## src/setl_pkg.sv

```systemverilog
package setl_pkg;

   localparam int QUEUE_DEPTH = 64;
   localparam int TIME_BITS   = 32;
   localparam int ADDR_W      = $clog2(QUEUE_DEPTH);
   localparam int CNT_W       = $clog2(QUEUE_DEPTH + 1);

   localparam int KIND_W     = 3;
   localparam int TYPE_W     = 4;
   localparam int TAG_W      = 16;
   localparam int STATUS_W   = 3;
   localparam int FILL_W     = 7;
   localparam int REMOVED_W  = 6;
   localparam int TIME_IO_W  = 32;
   localparam int MASK_W     = 16;
   localparam int CSR_ADDR_W = 3;
   localparam int CSR_DATA_W = 32;

   localparam int REQ_TIME_LSB = 0;
   localparam int REQ_TYPE_LSB = REQ_TIME_LSB + TIME_IO_W;
   localparam int REQ_TAG_LSB  = REQ_TYPE_LSB + TYPE_W;
   localparam int REQ_DATA_W   = ((REQ_TAG_LSB + TAG_W + 7) / 8) * 8;

   localparam int RSP_TIME_LSB = 0;
   localparam int RSP_TYPE_LSB = RSP_TIME_LSB + TIME_IO_W;
   localparam int RSP_TAG_LSB  = RSP_TYPE_LSB + TYPE_W;
   localparam int RSP_FILL_LSB = RSP_TAG_LSB + TAG_W;
   localparam int RSP_REM_LSB  = RSP_FILL_LSB + FILL_W;
   localparam int RSP_USED_W   = RSP_REM_LSB + REMOVED_W;
   localparam int RSP_DATA_W   = ((RSP_USED_W + 7) / 8) * 8;
   localparam int RSP_USER_W   = STATUS_W + 1;

   localparam logic [KIND_W-1:0] KIND_ADD     = 3'd0;
   localparam logic [KIND_W-1:0] KIND_POP     = 3'd1;
   localparam logic [KIND_W-1:0] KIND_RM_ONE  = 3'd2;
   localparam logic [KIND_W-1:0] KIND_RM_ALL  = 3'd3;
   localparam logic [KIND_W-1:0] KIND_REPLACE = 3'd4;

   localparam logic [STATUS_W-1:0] ST_OK       = 3'd0;
   localparam logic [STATUS_W-1:0] ST_NEG_TIME = 3'd1;
   localparam logic [STATUS_W-1:0] ST_FULL     = 3'd2;
   localparam logic [STATUS_W-1:0] ST_EMPTY    = 3'd3;
   localparam logic [STATUS_W-1:0] ST_NOT_ALLOWED = 3'd4;

   localparam logic REG_SINGLE_MASK = 1'b0;
   localparam logic REG_MULTI_MASK  = 1'b1;

   localparam logic [MASK_W-1:0] SINGLE_MASK_RESET = 16'h3E40;
   localparam logic [MASK_W-1:0] MULTI_MASK_RESET  = 16'h0800;

   typedef struct packed {
      logic signed [TIME_BITS-1:0] ev_time;
      logic [TYPE_W-1:0]           ev_type;
      logic [TAG_W-1:0]            ev_tag;
   } entry_type;

   typedef struct packed {
      logic              we;
      logic [ADDR_W-1:0] waddr;
      entry_type         wdata;
      logic [ADDR_W-1:0] raddr;
   } ram_req_type;

   typedef struct packed {
      logic [MASK_W-1:0] single_mask;
      logic [MASK_W-1:0] multi_mask;
   } masks_type;

endpackage

```

## src/sorted_event_timeline.sv

```systemverilog
// channel   direction  beat contents
// req_      in         tuser: kind; tdata: event_time, event_type, event_tag
// rsp_      out        tuser: status, out_valid; tdata: head entry, fill, removed
// csr_      in         single_remove_mask at 0x0, multi_remove_mask at 0x4
//
// one item at a time; the queue is walked through the single read port of the
// entry memory, one entry a cycle, for add, pop and removals, and in two passes
// for replace (a drop pass, then an insert pass)
// reset empties the queue and restores both masks; no clearing pass
// a finished result waits in the output register while the next beat is taken
module sorted_event_timeline import setl_pkg::*; (
   input  logic                  clock,
   input  logic                  reset,
   input  logic                  req_tvalid,
   output logic                  req_tready,
   input  logic [REQ_DATA_W-1:0] req_tdata,  // event_time, event_type, event_tag
   input  logic [KIND_W-1:0]     req_tuser,  // kind
   output logic                  rsp_tvalid,
   input  logic                  rsp_tready,
   output logic [RSP_DATA_W-1:0] rsp_tdata,  // out_time, out_type, out_tag, fill_count, removed_count
   output logic [RSP_USER_W-1:0] rsp_tuser,  // status, out_valid
   input  logic                  csr_psel,
   input  logic                  csr_penable,
   input  logic                  csr_pwrite,
   input  logic [CSR_ADDR_W-1:0] csr_paddr,
   input  logic [CSR_DATA_W-1:0] csr_pwdata,
   output logic [CSR_DATA_W-1:0] csr_prdata,
   output logic                  csr_pready
);

   masks_type            masks;
   ram_req_type          ram_req;
   entry_type            ram_rdata;
   entry_type            req_entry;
   logic [STATUS_W-1:0]  rsp_status;
   logic                 rsp_out_valid;
   entry_type            rsp_entry;
   logic [FILL_W-1:0]    rsp_fill;
   logic [REMOVED_W-1:0] rsp_removed;

   assign req_entry.ev_time = TIME_BITS'(req_tdata[REQ_TIME_LSB +: TIME_IO_W]);
   assign req_entry.ev_type = req_tdata[REQ_TYPE_LSB +: TYPE_W];
   assign req_entry.ev_tag  = req_tdata[REQ_TAG_LSB +: TAG_W];

   always_comb begin
      rsp_tdata = '0;
      rsp_tdata[RSP_TIME_LSB +: TIME_IO_W] = TIME_IO_W'(rsp_entry.ev_time);
      rsp_tdata[RSP_TYPE_LSB +: TYPE_W]    = rsp_entry.ev_type;
      rsp_tdata[RSP_TAG_LSB +: TAG_W]      = rsp_entry.ev_tag;
      rsp_tdata[RSP_FILL_LSB +: FILL_W]    = rsp_fill;
      rsp_tdata[RSP_REM_LSB +: REMOVED_W]  = rsp_removed;
   end

   assign rsp_tuser = {rsp_out_valid, rsp_status};

   setl_csr u_csr (
      .clock       (clock),
      .reset       (reset),
      .csr_psel    (csr_psel),
      .csr_penable (csr_penable),
      .csr_pwrite  (csr_pwrite),
      .csr_paddr   (csr_paddr),
      .csr_pwdata  (csr_pwdata),
      .csr_prdata  (csr_prdata),
      .csr_pready  (csr_pready),
      .masks       (masks)
   );

   setl_ram u_ram (
      .clock   (clock),
      .ram_req (ram_req),
      .rdata   (ram_rdata)
   );

   setl_engine u_engine (
      .clock         (clock),
      .reset         (reset),
      .req_tvalid    (req_tvalid),
      .req_tready    (req_tready),
      .req_kind      (req_tuser),
      .req_entry     (req_entry),
      .rsp_tvalid    (rsp_tvalid),
      .rsp_tready    (rsp_tready),
      .rsp_status    (rsp_status),
      .rsp_out_valid (rsp_out_valid),
      .rsp_entry     (rsp_entry),
      .rsp_fill      (rsp_fill),
      .rsp_removed   (rsp_removed),
      .masks         (masks),
      .ram_req       (ram_req),
      .ram_rdata     (ram_rdata)
   );

endmodule

```

## src/setl_csr.sv

```systemverilog
module setl_csr import setl_pkg::*; (
   input  logic                  clock,
   input  logic                  reset,
   input  logic                  csr_psel,
   input  logic                  csr_penable,
   input  logic                  csr_pwrite,
   input  logic [CSR_ADDR_W-1:0] csr_paddr,
   input  logic [CSR_DATA_W-1:0] csr_pwdata,
   output logic [CSR_DATA_W-1:0] csr_prdata,
   output logic                  csr_pready,
   output masks_type             masks
);

   masks_type masks_ff, masks_in;
   logic      wr_en;
   logic      reg_sel;

   assign reg_sel    = csr_paddr[2];
   assign wr_en      = csr_psel && csr_penable && csr_pwrite;
   assign csr_pready = 1'b1;
   assign masks      = masks_ff;

   always_comb begin
      masks_in = masks_ff;
      if (wr_en) begin
         case (reg_sel)
            REG_SINGLE_MASK: masks_in.single_mask = csr_pwdata[MASK_W-1:0];
            REG_MULTI_MASK:  masks_in.multi_mask  = csr_pwdata[MASK_W-1:0];
            default:         masks_in = masks_ff;
         endcase
      end
   end

   always_comb begin
      case (reg_sel)
         REG_SINGLE_MASK: csr_prdata = CSR_DATA_W'(masks_ff.single_mask);
         REG_MULTI_MASK:  csr_prdata = CSR_DATA_W'(masks_ff.multi_mask);
         default:         csr_prdata = '0;
      endcase
   end

   always_ff @(posedge clock) begin
      if (reset) begin
         masks_ff.single_mask <= SINGLE_MASK_RESET;
         masks_ff.multi_mask  <= MULTI_MASK_RESET;
      end else begin
         masks_ff <= masks_in;
      end
   end

endmodule

```

## src/setl_ram.sv

```systemverilog
module setl_ram import setl_pkg::*; (
   input  logic        clock,
   input  ram_req_type ram_req,
   output entry_type   rdata
);

   entry_type mem [QUEUE_DEPTH];
   entry_type rdata_ff;

   assign rdata = rdata_ff;

   always_ff @(posedge clock) begin
      if (ram_req.we) begin
         mem[ram_req.waddr] <= ram_req.wdata;
      end
      rdata_ff <= mem[ram_req.raddr];
   end

endmodule

```

## src/setl_engine.sv

```systemverilog
module setl_engine import setl_pkg::*; (
   input  logic                 clock,
   input  logic                 reset,
   input  logic                 req_tvalid,
   output logic                 req_tready,
   input  logic [KIND_W-1:0]    req_kind,
   input  entry_type            req_entry,
   output logic                 rsp_tvalid,
   input  logic                 rsp_tready,
   output logic [STATUS_W-1:0]  rsp_status,
   output logic                 rsp_out_valid,
   output entry_type            rsp_entry,
   output logic [FILL_W-1:0]    rsp_fill,
   output logic [REMOVED_W-1:0] rsp_removed,
   input  masks_type            masks,
   output ram_req_type          ram_req,
   input  entry_type            ram_rdata
);

   localparam logic [2:0] S_IDLE      = 3'd0;
   localparam logic [2:0] S_DECODE    = 3'd1;
   localparam logic [2:0] S_DROP      = 3'd2;
   localparam logic [2:0] S_INS_CHK   = 3'd3;
   localparam logic [2:0] S_INS       = 3'd4;
   localparam logic [2:0] S_HEAD_RD   = 3'd5;
   localparam logic [2:0] S_HEAD_WAIT = 3'd6;
   localparam logic [2:0] S_DONE      = 3'd7;

   logic [2:0]          state_ff, state_in;
   logic [KIND_W-1:0]   kind_ff, kind_in;
   entry_type           new_ff, new_in;
   logic [CNT_W-1:0]    cnt_ff, cnt_in;
   logic [CNT_W-1:0]    ri_ff, ri_in;
   logic                dv_ff, dv_in;
   logic [ADDR_W-1:0]   di_ff, di_in;
   logic [ADDR_W-1:0]   wp_ff, wp_in;
   logic [ADDR_W-1:0]   rm_ff, rm_in;
   logic                lock_ff, lock_in;
   logic                ins_done_ff, ins_done_in;
   entry_type           carry_ff, carry_in;
   logic [STATUS_W-1:0] res_status_ff, res_status_in;
   logic                res_have_ff, res_have_in;
   entry_type           res_entry_ff, res_entry_in;

   logic                 rsp_valid_ff, rsp_valid_in;
   logic [STATUS_W-1:0]  rsp_status_ff, rsp_status_in;
   logic                 rsp_have_ff, rsp_have_in;
   entry_type            rsp_entry_ff, rsp_entry_in;
   logic [FILL_W-1:0]    rsp_fill_ff, rsp_fill_in;
   logic [REMOVED_W-1:0] rsp_removed_ff, rsp_removed_in;

   logic pass_more;
   logic pass_end;
   logic hit;
   logic drop;
   logic rsp_free;

   assign req_tready    = (state_ff == S_IDLE);
   assign rsp_tvalid    = rsp_valid_ff;
   assign rsp_status    = rsp_status_ff;
   assign rsp_out_valid = rsp_have_ff;
   assign rsp_entry     = rsp_entry_ff;
   assign rsp_fill      = rsp_fill_ff;
   assign rsp_removed   = rsp_removed_ff;

   assign pass_more = (ri_ff < cnt_ff);
   assign pass_end  = !pass_more && !dv_ff;
   assign hit       = (ram_rdata.ev_type == new_ff.ev_type);
   assign rsp_free  = !rsp_valid_ff || rsp_tready;

   always_comb begin
      state_in       = state_ff;
      kind_in        = kind_ff;
      new_in         = new_ff;
      cnt_in         = cnt_ff;
      ri_in          = ri_ff;
      dv_in          = dv_ff;
      di_in          = di_ff;
      wp_in          = wp_ff;
      rm_in          = rm_ff;
      lock_in        = lock_ff;
      ins_done_in    = ins_done_ff;
      carry_in       = carry_ff;
      res_status_in  = res_status_ff;
      res_have_in    = res_have_ff;
      res_entry_in   = res_entry_ff;
      rsp_valid_in   = rsp_valid_ff;
      rsp_status_in  = rsp_status_ff;
      rsp_have_in    = rsp_have_ff;
      rsp_entry_in   = rsp_entry_ff;
      rsp_fill_in    = rsp_fill_ff;
      rsp_removed_in = rsp_removed_ff;
      drop           = 1'b0;

      ram_req.we    = 1'b0;
      ram_req.waddr = '0;
      ram_req.wdata = carry_ff;
      ram_req.raddr = ri_ff[ADDR_W-1:0];

      if (rsp_valid_ff && rsp_tready) begin
         rsp_valid_in = 1'b0;
      end

      case (state_ff)
         S_IDLE: begin
            if (req_tvalid) begin
               kind_in       = req_kind;
               new_in        = req_entry;
               rm_in         = '0;
               res_status_in = ST_OK;
               res_have_in   = 1'b0;
               res_entry_in  = '0;
               state_in      = S_DECODE;
            end
         end

         S_DECODE: begin
            ri_in   = '0;
            dv_in   = 1'b0;
            wp_in   = '0;
            lock_in = 1'b0;
            case (kind_ff)
               KIND_ADD: state_in = S_INS_CHK;
               KIND_POP: begin
                  if (cnt_ff == '0) begin
                     res_status_in = ST_EMPTY;
                     state_in      = S_DONE;
                  end else begin
                     state_in = S_DROP;
                  end
               end
               KIND_RM_ONE: begin
                  if (cnt_ff == '0) begin
                     state_in = S_HEAD_RD;
                  end else if (!masks.single_mask[new_ff.ev_type]) begin
                     res_status_in = ST_NOT_ALLOWED;
                     state_in      = S_HEAD_RD;
                  end else begin
                     state_in = S_DROP;
                  end
               end
               KIND_RM_ALL: begin
                  if (cnt_ff == '0) begin
                     state_in = S_HEAD_RD;
                  end else if (!masks.multi_mask[new_ff.ev_type]) begin
                     res_status_in = ST_NOT_ALLOWED;
                     state_in      = S_HEAD_RD;
                  end else begin
                     state_in = S_DROP;
                  end
               end
               KIND_REPLACE: state_in = S_DROP;
               default:      state_in = S_HEAD_RD;
            endcase
         end

         S_DROP: begin
            if (pass_more) begin
               ri_in = ri_ff + 1'b1;
            end
            dv_in = pass_more;
            di_in = ri_ff[ADDR_W-1:0];
            if (dv_ff) begin
               if (kind_ff == KIND_POP) begin
                  drop = (di_ff == '0);
               end else begin
                  drop = (di_ff != '0) && hit && !lock_ff;
               end
               // head of the walk carries the type, so remove one stops here
               if ((di_ff == '0) && (kind_ff == KIND_RM_ONE) && hit) begin
                  lock_in = 1'b1;
               end
               if (drop) begin
                  rm_in = rm_ff + 1'b1;
                  if (kind_ff != KIND_RM_ALL) begin
                     lock_in = 1'b1;
                  end
                  if (kind_ff == KIND_POP) begin
                     res_have_in  = 1'b1;
                     res_entry_in = ram_rdata;
                  end
               end else begin
                  if (wp_ff != di_ff) begin
                     ram_req.we    = 1'b1;
                     ram_req.waddr = wp_ff;
                     ram_req.wdata = ram_rdata;
                  end
                  wp_in = wp_ff + 1'b1;
               end
            end
            if (pass_end) begin
               cnt_in = cnt_ff - CNT_W'(rm_ff);
               if (kind_ff == KIND_POP) begin
                  state_in = S_DONE;
               end else if (kind_ff == KIND_REPLACE) begin
                  state_in = S_INS_CHK;
               end else begin
                  state_in = S_HEAD_RD;
               end
            end
         end

         S_INS_CHK: begin
            ri_in       = '0;
            dv_in       = 1'b0;
            ins_done_in = 1'b0;
            carry_in    = new_ff;
            if (new_ff.ev_time[TIME_BITS-1]) begin
               res_status_in = ST_NEG_TIME;
               state_in      = S_HEAD_RD;
            end else if (cnt_ff >= CNT_W'(QUEUE_DEPTH)) begin
               res_status_in = ST_FULL;
               state_in      = S_HEAD_RD;
            end else begin
               state_in = S_INS;
            end
         end

         S_INS: begin
            if (pass_more) begin
               ri_in = ri_ff + 1'b1;
            end
            dv_in = pass_more;
            di_in = ri_ff[ADDR_W-1:0];
            if (dv_ff) begin
               // one entry held back: everything from the insertion point moves up by one
               if (ins_done_ff || ($signed(new_ff.ev_time) < $signed(ram_rdata.ev_time))) begin
                  ram_req.we    = 1'b1;
                  ram_req.waddr = di_ff;
                  ram_req.wdata = carry_ff;
                  carry_in      = ram_rdata;
                  ins_done_in   = 1'b1;
               end
            end
            if (pass_end) begin
               ram_req.we    = 1'b1;
               ram_req.waddr = cnt_ff[ADDR_W-1:0];
               ram_req.wdata = carry_ff;
               cnt_in        = cnt_ff + 1'b1;
               state_in      = S_HEAD_RD;
            end
         end

         S_HEAD_RD: begin
            ram_req.raddr = '0;
            if (cnt_ff == '0) begin
               state_in = S_DONE;
            end else begin
               state_in = S_HEAD_WAIT;
            end
         end

         S_HEAD_WAIT: begin
            res_have_in  = 1'b1;
            res_entry_in = ram_rdata;
            state_in     = S_DONE;
         end

         S_DONE: begin
            if (rsp_free) begin
               rsp_valid_in  = 1'b1;
               rsp_status_in = res_status_ff;
               rsp_have_in   = res_have_ff;
               rsp_entry_in  = res_have_ff ? res_entry_ff : '0;
               rsp_fill_in   = FILL_W'(cnt_ff);
               if (kind_ff == KIND_POP) begin
                  rsp_removed_in = '0;
               end else begin
                  rsp_removed_in = REMOVED_W'(rm_ff);
               end
               state_in = S_IDLE;
            end
         end

         default: state_in = S_IDLE;
      endcase
   end

   always_ff @(posedge clock) begin
      if (reset) begin
         state_ff     <= S_IDLE;
         cnt_ff       <= '0;
         dv_ff        <= 1'b0;
         rsp_valid_ff <= 1'b0;
      end else begin
         state_ff     <= state_in;
         cnt_ff       <= cnt_in;
         dv_ff        <= dv_in;
         rsp_valid_ff <= rsp_valid_in;
      end
   end

   always_ff @(posedge clock) begin
      kind_ff        <= kind_in;
      new_ff         <= new_in;
      ri_ff          <= ri_in;
      di_ff          <= di_in;
      wp_ff          <= wp_in;
      rm_ff          <= rm_in;
      lock_ff        <= lock_in;
      ins_done_ff    <= ins_done_in;
      carry_ff       <= carry_in;
      res_status_ff  <= res_status_in;
      res_have_ff    <= res_have_in;
      res_entry_ff   <= res_entry_in;
      rsp_status_ff  <= rsp_status_in;
      rsp_have_ff    <= rsp_have_in;
      rsp_entry_ff   <= rsp_entry_in;
      rsp_fill_ff    <= rsp_fill_in;
      rsp_removed_ff <= rsp_removed_in;
   end

endmodule

```

## config.mk

```make
export PLATFORM = sky130hd
export DESIGN_NAME = sorted_event_timeline
export DESIGN_NICKNAME = d
export VERILOG_FILES = /design/src/setl_pkg.sv /design/src/sorted_event_timeline.sv /design/src/setl_csr.sv /design/src/setl_ram.sv /design/src/setl_engine.sv
export SDC_FILE = /design/constraint.sdc
export NUM_CORES = 2
export LEC_CHECK = 0
export BUFFER_PORTS_ARGS = -buffer_cell sky130_fd_sc_hd__clkbuf_2
export CORE_ASPECT_RATIO = 0.6
export CORE_UTILIZATION = 45
export CTS_CLUSTER_DIAMETER = 40
export DETAILED_ROUTE_END_ITERATION = 16
export PLACE_DENSITY_LB_ADDON = 0.3
export SLEW_MARGIN = 30
export SYNTH_ARGS = -nofsm -noshare
export SYNTH_HDL_FRONTEND = slang
export SYNTH_SLANG_ARGS = --single-unit
```

## constraint.sdc

```tcl
create_clock -name clock -period 6.4 [get_ports clock]
set_input_delay 0.64 -clock clock [delete_from_list [all_inputs] [get_ports clock]]
set_output_delay 0.64 -clock clock [all_outputs]
set_load 0.1 [all_outputs]
```

==> metrics <==
Cell Pwr Density 372 nW/um^2; TritonRoute pass-1 iters 7; DR iter-0 viols 15803; nets 10325; Routed Antenna Nets 0; crit path from u_ram.rdata[35]; synthesized area 143000 sq um; vias in the first global route 87666; Power Total 60300 uW; Root Buffer clkbuf_16; ys async rst share 0%; RePlAce Congestion 0.878; # setup viols final 0; CP Launch Type register; WL/cell 30.8 um; CTS sink cnt 3683; post-cts sizing count 0; Via density 6.40; Max-Cap Viols 0; Die Footprint 320000 sq um; Cells after Synth 10009; slew margin rel. 22.2%; port bufs 165; crit path max fanout 21; post-synthesis compound-gate area fraction 9.39%; residual DRC count 0; global-route wire length before repair 638000 um; CP required 6910 ps; die width 730 um; synthesized flop and latch total 3683; via count 93671; Crit Reg-Reg Startpoint u_ram.rdata[35]; Ports 212; height of the die 439 um; clk_skew 41.3 ps; Tcrit/Tclk final 88.2%; number of buffers created by CTS 321; Global Route Usage Sum 27.3%; prevailing post-synth register cell edfxtp_1; xor-xnor portion of the synthesized cell area 0.220%; H-tree levels 5; Final Hold Vio Count 0; Tmin final 5640 ps; count of cell types in the netlist 69; clk slew on worst S/H paths 70 ps; RSZ-0062 raised after global routing no; CTS tree yes; Worst VDD drop 0.238 mV; Avg Inst Size Synth 14.3 sq um; Pleak 0.0527 uW; # fillers 25414; kind of critical path reg2reg; Skew-Pair Late Insertion Delay 900 ps; Final WS setup 755 ps; area occupied by registers 110000 sq um; Arr. time, crit path 6150 ps; Post-Synth Adder-Cell Area 0.425%; Setup TNS 0 ps; fmax 177 MHz; CP Capture Type register; hold path startpoint rsp_tready; maximum number of pins on one net before global-route repair 154; Initial Util 45.5%; mux cell area share after synthesis 0.868%; postcts setup bufs 0; Hold WS 164 ps; sequential fraction of the synthesis area 76.6%; grt ovf 0; P&R area growth vs syn 13.4%; CTS Buffer Depth 4; fin. max-slew vios 0; initial antenna violation count 23; outcome completed; Yosys warning total 0; Post-synth EDFFs 3587; floorplan core area 315000 sq um; footprint of the multi-input gates 31200 sq um; Detailed Place HPWL 257000 um; FP Rows 159; largest family of logic cells by synthesized area simple AND/OR/NAND/NOR gates; post-synthesis simple-gate area fraction 10.2%; ratio of cells with drive above 1 in the final layout 11.3%; DP Worst Slack 979 ps; worst-margin pin slew 1140 ps; Hold/Removal Path Class in2reg; Final Routed Wirelength 450000 um
[state kept, by name, indices dropped and copies added, names as in the netlist, 3 cells and up]
register                count
u_csr.masks                32
u_engine.carry_ff          52
u_engine.cnt_ff             7
u_engine.di_ff              6
u_engine.kind_ff            3
u_engine.new_ff            52
u_engine.res_entry_ff      52
u_engine.res_status_ff      3
u_engine.ri_ff              7
u_engine.rm_ff              6
u_engine.rsp_entry         52
u_engine.rsp_fill           7
u_engine.rsp_removed        6
u_engine.rsp_status         3
u_engine.state_ff           3
u_engine.wp_ff              6
u_ram.mem                3328
u_ram.rdata                52
[area by class of cell]
class	count	share of cell area, %
diodes	14	0.0216
clock buffers	417	5.34
clock inverters	155	1.04
inverters	59	0.136
multi-input cells	5505	19.2
flip-flops and latches	3683	67.6
well taps	4186	3.23
repair buffers	606	3.41
[synthesized netlist by cell type (96+ instances only)]
library cell	instances	area, sq um
edfxtp_1	3587	108000
a211oi_1	98	736
clkbuf_1	597	2240
o22ai_1	414	2590
o21ai_0	268	1340
o221ai_1	425	3720
a311oi_1	112	981
dfxtp_1	96	1920
nand2_1	1888	7090
a21oi_1	283	1420
a31oi_1	176	1100
buf_1	136	510
nand3_1	992	4960
nor2_1	192	721
and3_1	110	688
[logic make-up after synthesis]
group / Yosys count
compound gates: 1964
xor+xnor: 36
fa+ha+maj: 48
buf+inv: 843
flops: 3683
mux: 82
other cells: 2
simple gates: 3351
[worst max-delay path: stages (launching register included)]
cell	delay [ps]
dfxtp_1	320
inv_1	100
ha_1	330
nand2_1	100
nor4_1	520
o311ai_0	310
o2111ai_1	300
a31oi_1	360
xnor2_1	620
a31oi_1	290
or3_1	710
nor2_4	740
buf_4	510
[worst paths after layout]
| check | end | slack [ps] | cells after the start |
|---|---|---|---|
| setup / recovery | u_ram.mem[14][32] | 760 | 12 |
| hold / removal | u_engine.rsp_tvalid | 160 | 3 |
| setup reg to reg | u_ram.mem[14][32] | 760 | 12 |
| hold reg to reg | u_engine.rsp_status[0] | 430 | 0 |
[routing by layer]
layer  share of wire (%)  global-route usage [%]
met4                 3.6                    8.70
met1                  40                    41.3
met3                  15                    7.80
met5               0.020                       0
met2                  42                    38.0
[through the flow]
step	utilization, %	instance area (sq um)	std cells
CTS	51.5	162000	14607
detailed placement	48.0	151000	13964
global route	51.6	162000	14612
finish	51.6	162000	14625
floorplan	-	143000	10031
global placement	48.0	151000	13962
[power by group]
group | leakage (uW) | internal [uW] | total [uW] | switching (uW)
sequential | 0.0331 | 26900 | 27200 | 325
clock | 0.00503 | 10900 | 19700 | 8780
combinational | 0.0146 | 3560 | 13400 | 9800
[placed cells by master (no fill, tap or decap), types with 31 or more instances in the layout]
master | Yosys | routed
a2111oi_0 | 60 | 58
a211oi_1 | 98 | 98
a21oi_1 | 283 | 281
a311oi_1 | 112 | 112
a31oi_1 | 176 | 175
and2_1 | 79 | 75
and3_1 | 110 | 110
buf_12 | 0 | 89
buf_4 | 25 | 274
bufinv_16 | 0 | 33
clkbuf_1 | 597 | 81
clkbuf_16 | 0 | 332
clkbuf_2 | 0 | 164
clkinv_1 | 0 | 46
clkinv_2 | 0 | 40
dfxtp_1 | 96 | 96
dlygate4sd3_1 | 0 | 71
edfxtp_1 | 3587 | 3587
ha_1 | 47 | 47
inv_1 | 59 | 59
mux2_2 | 37 | 31
nand2_1 | 1888 | 1881
nand3_1 | 992 | 991
nor2_1 | 192 | 131
nor2_4 | 0 | 65
o211ai_1 | 66 | 66
o21ai_0 | 268 | 234
o21ai_4 | 0 | 31
o221ai_1 | 425 | 425
o22ai_1 | 414 | 414
[repair_timing]
item	4_1_cts	5_1_grt
hold buffers	71	0
setup endpoints to repair	0	0
hold endpoints to repair	87	0
Power figures use the tool's default switching activity.
